`src/ors_pkg.sv`:
```
// Shared types and constants for the 1-Wire ROM search engine.
// No dependencies; imported by every other file of the block except ors_queue.
package ors_pkg;

	// Function codes of an incoming word
	localparam logic [1:0] FUNC_BEGIN   = 2'd0;
	localparam logic [1:0] FUNC_TRIPLET = 2'd1;
	localparam logic [1:0] FUNC_RESET   = 2'd2;
	localparam logic [1:0] FUNC_FAMILY  = 2'd3;

	localparam logic [6:0] ROM_BITS      = 7'd64;
	localparam logic [6:0] FAMILY_LIMIT  = 7'd9;
	localparam logic [7:0] CRC_POLY_REFL = 8'h8C;

	// Default queue depths (at least 2)
	localparam int CMD_DEPTH_DEF = 2;
	localparam int RES_DEPTH_DEF = 2;

	typedef enum logic [2:0] {
		ST_CONTINUE = 3'd0,
		ST_FOUND    = 3'd1,
		ST_NODEV    = 3'd2,
		ST_BUSERR   = 3'd3,
		ST_ZEROFAM  = 3'd4,
		ST_CRCFAIL  = 3'd5,
		ST_DONE     = 3'd6,
		ST_IGNORED  = 3'd7
	} status_t;

	typedef enum logic [1:0] {
		OP_BEGIN,
		OP_TRIPLET,
		OP_RESET,
		OP_FAMILY
	} op_t;

	typedef struct packed {
		logic [1:0] func;
		logic       presence;
		logic       id_bit;
		logic       inv_bit;
		logic       taken_direction;
		logic       short_detected;
		logic [7:0] target_family;
	} item_t;

	typedef struct packed {
		status_t     status;
		logic        next_direction;
		logic [6:0]  bit_index;
		logic [63:0] rom_id;
		logic        last_device;
		logic [6:0]  family_discrepancy;
	} result_t;

	// Classified command handed from front to back
	typedef struct packed {
		op_t        op;
		logic       presence;
		logic       bus_fault;
		logic       zero_branch;
		logic       dir;
		logic [7:0] family;
	} cmd_t;

endpackage

```
`src/ors_queue.sv`:
```
// Small synchronous FIFO with registered storage, used between stages.
// Depends on nothing; width and depth come in as parameters.
module ors_queue #(
	parameter int WIDTH = 8,
	parameter int DEPTH = 2
) (
	input  logic             clk,
	input  logic             arst_n,
	input  logic             push,
	input  logic [WIDTH-1:0] wdata,
	output logic             full,
	input  logic             pop,
	output logic [WIDTH-1:0] rdata,
	output logic             empty
);
	localparam int PW = (DEPTH > 1) ? $clog2(DEPTH) : 1;
	localparam int CW = $clog2(DEPTH + 1);
	localparam logic [PW-1:0] LAST = PW'(DEPTH - 1);
	localparam logic [CW-1:0] CAP  = CW'(DEPTH);

	logic [WIDTH-1:0] mem_q [DEPTH];
	logic [PW-1:0]    wr_ptr_q, rd_ptr_q;
	logic [CW-1:0]    cnt_q;
	logic             do_push, do_pop;

	assign full    = (cnt_q == CAP);
	assign empty   = (cnt_q == '0);
	assign do_push = push && !full;
	assign do_pop  = pop && !empty;
	assign rdata   = mem_q[rd_ptr_q];

	// storage
	always_ff @(posedge clk) begin
		if (do_push) begin
			mem_q[wr_ptr_q] <= wdata;
		end
	end

	// pointers and fill count
	always_ff @(posedge clk or negedge arst_n) begin
		if (!arst_n) begin
			wr_ptr_q <= '0;
			rd_ptr_q <= '0;
			cnt_q    <= '0;
		end else begin
			if (do_push) begin
				wr_ptr_q <= (wr_ptr_q == LAST) ? '0 : wr_ptr_q + 1'b1;
			end
			if (do_pop) begin
				rd_ptr_q <= (rd_ptr_q == LAST) ? '0 : rd_ptr_q + 1'b1;
			end
			if (do_push && !do_pop) begin
				cnt_q <= cnt_q + 1'b1;
			end else if (do_pop && !do_push) begin
				cnt_q <= cnt_q - 1'b1;
			end
		end
	end
endmodule

```
`src/ors_front.sv`:
```
// Front end: decodes an incoming word into a classified command.
// Depends on ors_pkg.
module ors_front import ors_pkg::*; (
	input  item_t item,
	output cmd_t  cmd
);
	// function decode and triplet classification
	always_comb begin
		case (item.func)
			FUNC_BEGIN:   cmd.op = OP_BEGIN;
			FUNC_TRIPLET: cmd.op = OP_TRIPLET;
			FUNC_RESET:   cmd.op = OP_RESET;
			FUNC_FAMILY:  cmd.op = OP_FAMILY;
			default:      cmd.op = OP_RESET;
		endcase
		cmd.presence    = item.presence;
		cmd.bus_fault   = (item.id_bit && item.inv_bit) || item.short_detected;
		cmd.zero_branch = !item.id_bit && !item.inv_bit && !item.taken_direction;
		cmd.dir         = item.taken_direction;
		cmd.family      = item.target_family;
	end
endmodule

```
`src/ors_back.sv`:
```
// Back end: search state, bit-serial CRC-8 and result formation.
// Depends on ors_pkg; one command retired per cycle when the result queue has room.
module ors_back import ors_pkg::*; (
	input  logic    clk,
	input  logic    arst_n,
	input  cmd_t    cmd,
	input  logic    cmd_valid,
	output logic    cmd_pop,
	input  logic    res_full,
	output logic    res_push,
	output result_t res
);
	logic [63:0] rom_q, rom_d;
	logic [6:0]  ld_q, ld_d;
	logic [6:0]  fd_q, fd_d;
	logic        ldf_q, ldf_d;
	logic [6:0]  bc_q, bc_d;
	logic [6:0]  lz_q, lz_d;
	logic        act_q, act_d;
	logic [7:0]  crc_q, crc_d;
	logic        go;
	logic [5:0]  sh;
	logic        fb;
	logic [6:0]  bc_inc;

	assign go       = cmd_valid && !res_full;
	assign cmd_pop  = go;
	assign res_push = go;
	assign sh       = 6'(bc_q - 7'd1);
	assign bc_inc   = bc_q + 7'd1;
	assign fb       = crc_q[0] ^ cmd.dir;

	// branch direction for a bit position, from the old image
	function automatic logic pick_dir(input logic [6:0] pos, input logic [6:0] ld,
	                                  input logic [63:0] rom);
		logic [5:0] i;
		i = 6'(pos - 7'd1);
		if (pos < ld) begin
			return rom[i];
		end
		return (pos == ld);
	endfunction

	// next state and result
	always_comb begin
		rom_d = rom_q; ld_d = ld_q; fd_d = fd_q; ldf_d = ldf_q;
		bc_d = bc_q; lz_d = lz_q; act_d = act_q; crc_d = crc_q;
		res.status         = ST_IGNORED;
		res.next_direction = 1'b0;
		res.bit_index      = '0;
		case (cmd.op)
			OP_RESET: begin
				rom_d = '0; ld_d = '0; fd_d = '0; ldf_d = 1'b0; act_d = 1'b0;
				res.status = ST_DONE;
			end
			OP_FAMILY: begin
				rom_d = {56'd0, cmd.family}; ld_d = ROM_BITS; fd_d = '0;
				ldf_d = 1'b0; act_d = 1'b0;
				res.status = ST_DONE;
			end
			OP_BEGIN: begin
				if (ldf_q || !cmd.presence) begin
					res.status = ST_NODEV;
				end else begin
					act_d = 1'b1; bc_d = 7'd1; lz_d = '0; crc_d = '0;
					res.status         = ST_CONTINUE;
					res.next_direction = pick_dir(7'd1, ld_q, rom_q);
					res.bit_index      = 7'd1;
				end
			end
			OP_TRIPLET: begin
				if (!act_q) begin
					res.status = ST_IGNORED;
				end else if (cmd.bus_fault) begin
					rom_d = '0; ld_d = '0; fd_d = '0; ldf_d = 1'b0; act_d = 1'b0;
					res.status = ST_BUSERR;
				end else begin
					if (cmd.zero_branch) begin
						lz_d = bc_q;
						if (bc_q < FAMILY_LIMIT) begin
							fd_d = bc_q;
						end
					end
					rom_d[sh] = cmd.dir;
					crc_d = {1'b0, crc_q[7:1]} ^ (fb ? CRC_POLY_REFL : 8'h00);
					bc_d  = bc_inc;
					if (bc_inc <= ROM_BITS) begin
						res.status         = ST_CONTINUE;
						res.next_direction = pick_dir(bc_inc, ld_q, rom_q);
						res.bit_index      = bc_inc;
					end else begin
						act_d = 1'b0;
						ld_d  = lz_d;
						if (lz_d == '0) begin
							ldf_d = 1'b1;
						end
						if (rom_d[7:0] == 8'h00) begin
							rom_d = '0; ld_d = '0; fd_d = '0; ldf_d = 1'b0;
							res.status = ST_ZEROFAM;
						end else if (crc_d != 8'h00) begin
							res.status = ST_CRCFAIL;
						end else begin
							res.status = ST_FOUND;
						end
					end
				end
			end
			default: begin
				res.status = ST_IGNORED;
			end
		endcase
		res.rom_id             = rom_d;
		res.last_device        = ldf_d;
		res.family_discrepancy = fd_d;
	end

	// search state registers
	always_ff @(posedge clk or negedge arst_n) begin
		if (!arst_n) begin
			rom_q <= '0; ld_q <= '0; fd_q <= '0; ldf_q <= 1'b0;
			bc_q <= 7'd1; lz_q <= '0; act_q <= 1'b0; crc_q <= '0;
		end else if (go) begin
			rom_q <= rom_d; ld_q <= ld_d; fd_q <= fd_d; ldf_q <= ldf_d;
			bc_q <= bc_d; lz_q <= lz_d; act_q <= act_d; crc_q <= crc_d;
		end
	end
endmodule

```
`src/onewire_rom_search_engine.sv`:
```
// 1-Wire ROM search engine top level: front decode, command queue, back end, result queue.
// A pushed word is registered in the command queue, and its result is then registered in the result queue (empty low).
// Throughput: one word per cycle while the result queue has room; the back end retires one command per cycle then.
// Reset (arst_n low, asynchronous): both queues empty, search state cleared, bit counter 1.
// Depends on ors_pkg, ors_front, ors_queue and ors_back.
module onewire_rom_search_engine import ors_pkg::*; #(
	parameter int CMD_DEPTH = CMD_DEPTH_DEF,
	parameter int RES_DEPTH = RES_DEPTH_DEF
) (
	input  logic    clk,
	input  logic    arst_n,
	input  logic    push,
	output logic    full,
	input  item_t   item,
	input  logic    pop,
	output logic    empty,
	output result_t result
);
	cmd_t    cmd_in, cmd_out;
	logic    cmd_empty, cmd_pop;
	logic    res_full, res_push;
	result_t res_in;

	ors_front u_front (
		.item (item),
		.cmd  (cmd_in)
	);

	// command queue between front and back
	ors_queue #(.WIDTH($bits(cmd_t)), .DEPTH(CMD_DEPTH)) u_cmd_q (
		.clk   (clk),
		.arst_n(arst_n),
		.push  (push),
		.wdata (cmd_in),
		.full  (full),
		.pop   (cmd_pop),
		.rdata (cmd_out),
		.empty (cmd_empty)
	);

	ors_back u_back (
		.clk      (clk),
		.arst_n   (arst_n),
		.cmd      (cmd_out),
		.cmd_valid(!cmd_empty),
		.cmd_pop  (cmd_pop),
		.res_full (res_full),
		.res_push (res_push),
		.res      (res_in)
	);

	// result queue toward the consumer
	ors_queue #(.WIDTH($bits(result_t)), .DEPTH(RES_DEPTH)) u_res_q (
		.clk   (clk),
		.arst_n(arst_n),
		.push  (res_push),
		.wdata (res_in),
		.full  (res_full),
		.pop   (pop),
		.rdata (result),
		.empty (empty)
	);
endmodule

```
`config.mk`:
```
export PLATFORM = sky130hd
export DESIGN_NAME = onewire_rom_search_engine
export DESIGN_NICKNAME = d
export VERILOG_FILES = /design/src/ors_pkg.sv /design/src/ors_queue.sv /design/src/ors_front.sv /design/src/ors_back.sv /design/src/onewire_rom_search_engine.sv
export SDC_FILE = /design/constraint.sdc
export NUM_CORES = 1
export LEC_CHECK = 0
export ABC_AREA = 1
export BUFFER_PORTS_ARGS = -buffer_cell sky130_fd_sc_hd__buf_4
export CORE_MARGIN = 2
export CORE_UTILIZATION = 47
export CTS_BUF_LIST = sky130_fd_sc_hd__clkbuf_4
export DETAILED_ROUTE_END_ITERATION = 8
export MAX_ROUTING_LAYER = met4
export PLACE_DENSITY = 0.65
export REMOVE_ABC_BUFFERS = 1
export SYNTH_ARGS = -nofsm -noshare
export SYNTH_HDL_FRONTEND = slang
export SYNTH_SLANG_ARGS = --single-unit
```
`constraint.sdc`:
```
create_clock -name clk -period 5.05 [get_ports clk]
set_input_delay 1.01 -clock clk [delete_from_list [all_inputs] [get_ports clk]]
set_output_delay 1.01 -clock clk [all_outputs]
set_load 0.01 [all_outputs]
```
==> metrics.md <==
| Metric | Value |
|---|---|
| Post-Synthesis Cell Area | 15000 um^2 |
| Crit start category | flip-flop |
| Routed WL | 41700 um |
| CORE AREA | 31500 um^2 |
| Fin. Hold Viols | 0 |
| Mean post-synth cell area | 8.74 um^2 |
| Per-cell routed wire length | 18.1 um |
| Ys flop type | edfxtp_1 |
| Crit end category | flip-flop |
| Clock slew at reported path FFs | 0.07 ns |
| Share of cells above drive strength 1 | 16.2% |
| CTS root buffer | clkbuf_4 |
| DRC violation count after routing | 0 |
| MaxCap Viol Count | 0 |
| Top fanout value on the critical path | 64 |
| Via count | 12600 |
| Setup violations, final | 0 |
| Dpl cells | 2152 |
| Actual slew at the worst max-slew pin | 1.25 ns |
| Yosys cell types | 44 |
| H-tree levels | 3 |
| # resized after CTS | 0 |
| Worst Path Arrival | 4.85 ns |
| Switching Share | 43.8% |
| IO Pins | 104 |
| CP Class | reg2reg |
| Net load switching power | 5.04 mW |
| Number of synthesized flops with an enable pin | 194 |
| Num rows | 65 |
| FF+latch count, synth | 304 |
| Die Y | 182 um |
| Sequential-to-total area share from yosys stat | 57.3% |
| Period utilization | 86.3% |
| PD cells | 672 nW/um^2 |
| Pin count of the biggest net entering global routing | 84 |
| Clock Sinks | 304 |
| Final Max Tran Viols | 0 |
| Internal | 6.46 mW |
| Iteration-0 DRC Markers | 1423 |
| Fin crit period | 4.36 ns |
| Net count, final | 1864 |
| Via-to-Cell Ratio | 5.48 |
| Finished Layout Cells | 2302 |
| CTS tree | built |
| Global route overflow | 0 |
| RD Place Congestion | 0.931 |
| WP data required | 5.54 ns |
| Total Die Area | 33300 um^2 |
| Status | finished clean |
| DP Area | 16000 um^2 |
| Max-Slew Margin vs Limit | 16.4% |
| Lkg Pwr | 7.91 nW |
| Setup TNS Final | 0 ns |
| Logic pwr share | 46.8% |
| Post-CTS Setup Bufs | 0 |
| Port bufs | 103 |
| Global-route wire length before repair | 65700 um |
| Place WS | 0.822 ns |
| VDD IR-drop max | 0.000400 V |
| Initial antenna violation count | 1 |
| Clock power frac | 19.3% |
| Final WS setup | 0.692 ns |
| Initial Util | 47.6% |
| Layout area overhead | 14.3% |
| Inserted Clock Buffers | 81 |
| CTS Hold Bufs | 0 |
| Fillers | 2926 |
| Antenna Nets Post-Route | 0 |
| DRT Pass-1 Iters | 5 |
| Vias in the first global route | 12100 |
| Warnings from Yosys | 0 |
| RSZ-0062 raised after global routing | no |
| Max Buffers Root-to-Sink | 3 |
| DP Wirelength | 25700 um |
| Clock latency at the later pin of the worst-skew pair | 0.70 ns |
| Fin area | 17100 um^2 |
| Hold WC Path Type | in2async |
| Chip Width | 182 um |
| Syn Inst Count | 1713 |
| Clk_skew | 0.0409 ns |
| Flop pwr share | 33.8% |
| GRT Total Usage | 26.0% |
| Max Clk Rate | 229 MHz |
| Ys async rst share | 36.2% |
metrics by stage:
stage	hold slack [ns]	total power, mW	util [%]
floorplan	0.449	7.00	-
global placement	0.467	9.23	50.9
detailed placement	0.466	9.31	50.9
CTS	0.347	11.6	54.4
global route	0.352	12.3	54.4
finish	0.368	11.5	54.4
sequential cells by signal, summed over array words and instances (netlist names):
name              count
u_back.fd_q           7
u_back.ldf_q          1
u_cmd_q.mem_q        28
u_back.rom_q         64
u_res_q.rd_ptr_q      1
u_back.act_q          1
u_cmd_q.rd_ptr_q      1
u_res_q.wr_ptr_q      1
u_back.lz_q           7
u_cmd_q.cnt_q         2
u_res_q.cnt_q         2
u_back.ld_q           7
u_back.crc_q          8
u_res_q.mem_q       166
u_back.bc_q           7
u_cmd_q.wr_ptr_q      1
cell families after synthesis:
family / count (synthesis) / synth area share, %
AND/OR/NAND/NOR: 916 / 25.4
flip-flops: 304 / 57.3
buffers and inverters: 238 / 6.82
AO/OA/AOI/OAI: 229 / 8.71
XOR/XNOR: 14 / 0.819
adder cells (fa/ha/maj): 12 / 1.00
routing by layer:
layer  wire [um]  global-route usage [%]
met2       19700                    40.7
met1       17700                    34.2
met4        1070                    9.23
met5           0                       -
met3        3240                    4.69
worst max-delay path: stages (launching register included):
cell	delay [ns]
dfstp_2	0.71
inv_1	0.28
ha_1	0.51
inv_1	0.23
nand2_1	0.46
nor2_2	0.51
nand3_1	0.12
nand2_1	0.08
nand2_1	0.07
nand2_1	0.09
nor2_2	0.05
nand3_2	0.08
buf_4	0.62
nand2_1	0.13
o21ai_0	0.17
layout make-up:
cell class / count / area (um^2) / share of cell area, %
inverter: 150 / 571 / 3.33
timing repair buffer: 125 / 976 / 5.70
clock buffer: 139 / 1040 / 6.10
tap: 402 / 503 / 2.94
clock inverter: 10 / 38.8 / 0.227
antenna: 1 / 2.50 / 0.0146
multi-input combinational: 1171 / 5410 / 31.6
sequential: 304 / 8580 / 50.1
cell usage after synthesis, drive strengths merged, types with 3 or more instances:
cell / n / area share [%]
nand2: 688 / 17
edfxtp: 194 / 39
inv: 150 / 3.8
dfrtp: 109 / 18
o21ai: 97 / 3.2
nor2: 96 / 2.8
nand4: 74 / 3.1
a21oi: 52 / 1.7
clkbuf: 46 / 1.2
buf: 42 / 1.9
nand3: 35 / 1.2
o22ai: 35 / 1.5
ha: 12 / 1.0
nor3: 12 / 0.40
o211ai: 11 / 0.55
xor2: 11 / 0.64
a31oi: 10 / 0.42
o221ai: 9 / 0.53
or2: 7 / 0.31
o21bai: 4 / 0.20
nor4: 3 / 0.13
o31ai: 3 / 0.15
xnor2: 3 / 0.18
worst paths after layout:
check | from | end | slack (ns) | cells after the start
setup / recovery | u_back.bc_q[0] | u_res_q.mem_q[0][38] | 0.69 | 14
min in group clk | u_back.ld_q[6] | u_back.ld_q[6] | 0.48 | 2
hold / removal | arst_n | u_cmd_q.rd_ptr_q | 0.37 | 1
hold reg to reg | u_back.ld_q[6] | u_back.ld_q[6] | 0.48 | 2
setup reg to reg | u_back.bc_q[0] | u_res_q.mem_q[0][38] | 0.69 | 14
max in group asynchronous | arst_n | u_back.rom_q[9] | 3.64 | 2
layout by cell type, fill, tap and decap left out, types with 6 or more instances in the layout:
cell type / Yosys / layout
nand2_1: 685 / 685
edfxtp_1: 194 / 194
clkbuf_4: 0 / 139
inv_1: 138 / 137
buf_4: 2 / 122
dfrtp_1: 109 / 108
o21ai_0: 88 / 88
nor2_1: 84 / 82
nand4_1: 74 / 74
a21oi_1: 52 / 52
nand3_1: 34 / 34
o22ai_1: 35 / 34
inv_2: 9 / 12
nor3_1: 12 / 12
ha_1: 12 / 12
xor2_1: 11 / 11
o211ai_1: 11 / 11
a31oi_1: 10 / 10
o221ai_1: 9 / 9
o21ai_1: 9 / 8
nor2_4: 6 / 8
clkinv_1: 0 / 7
nor2_2: 6 / 6
power by group through the flow:
stage / registers, mW / logic [mW] / clock network (mW)
after CTS: 3.89 / 5.39 / 2.28
after floorplan: 4.03 / 2.97 / 0
after detailed placement: 3.94 / 5.37 / 0
after global placement: 3.92 / 5.32 / 0
final: 3.89 / 5.39 / 2.22
after global routing: 3.96 / 5.87 / 2.42
No activity file was read; power rests on OpenSTA's default activity.
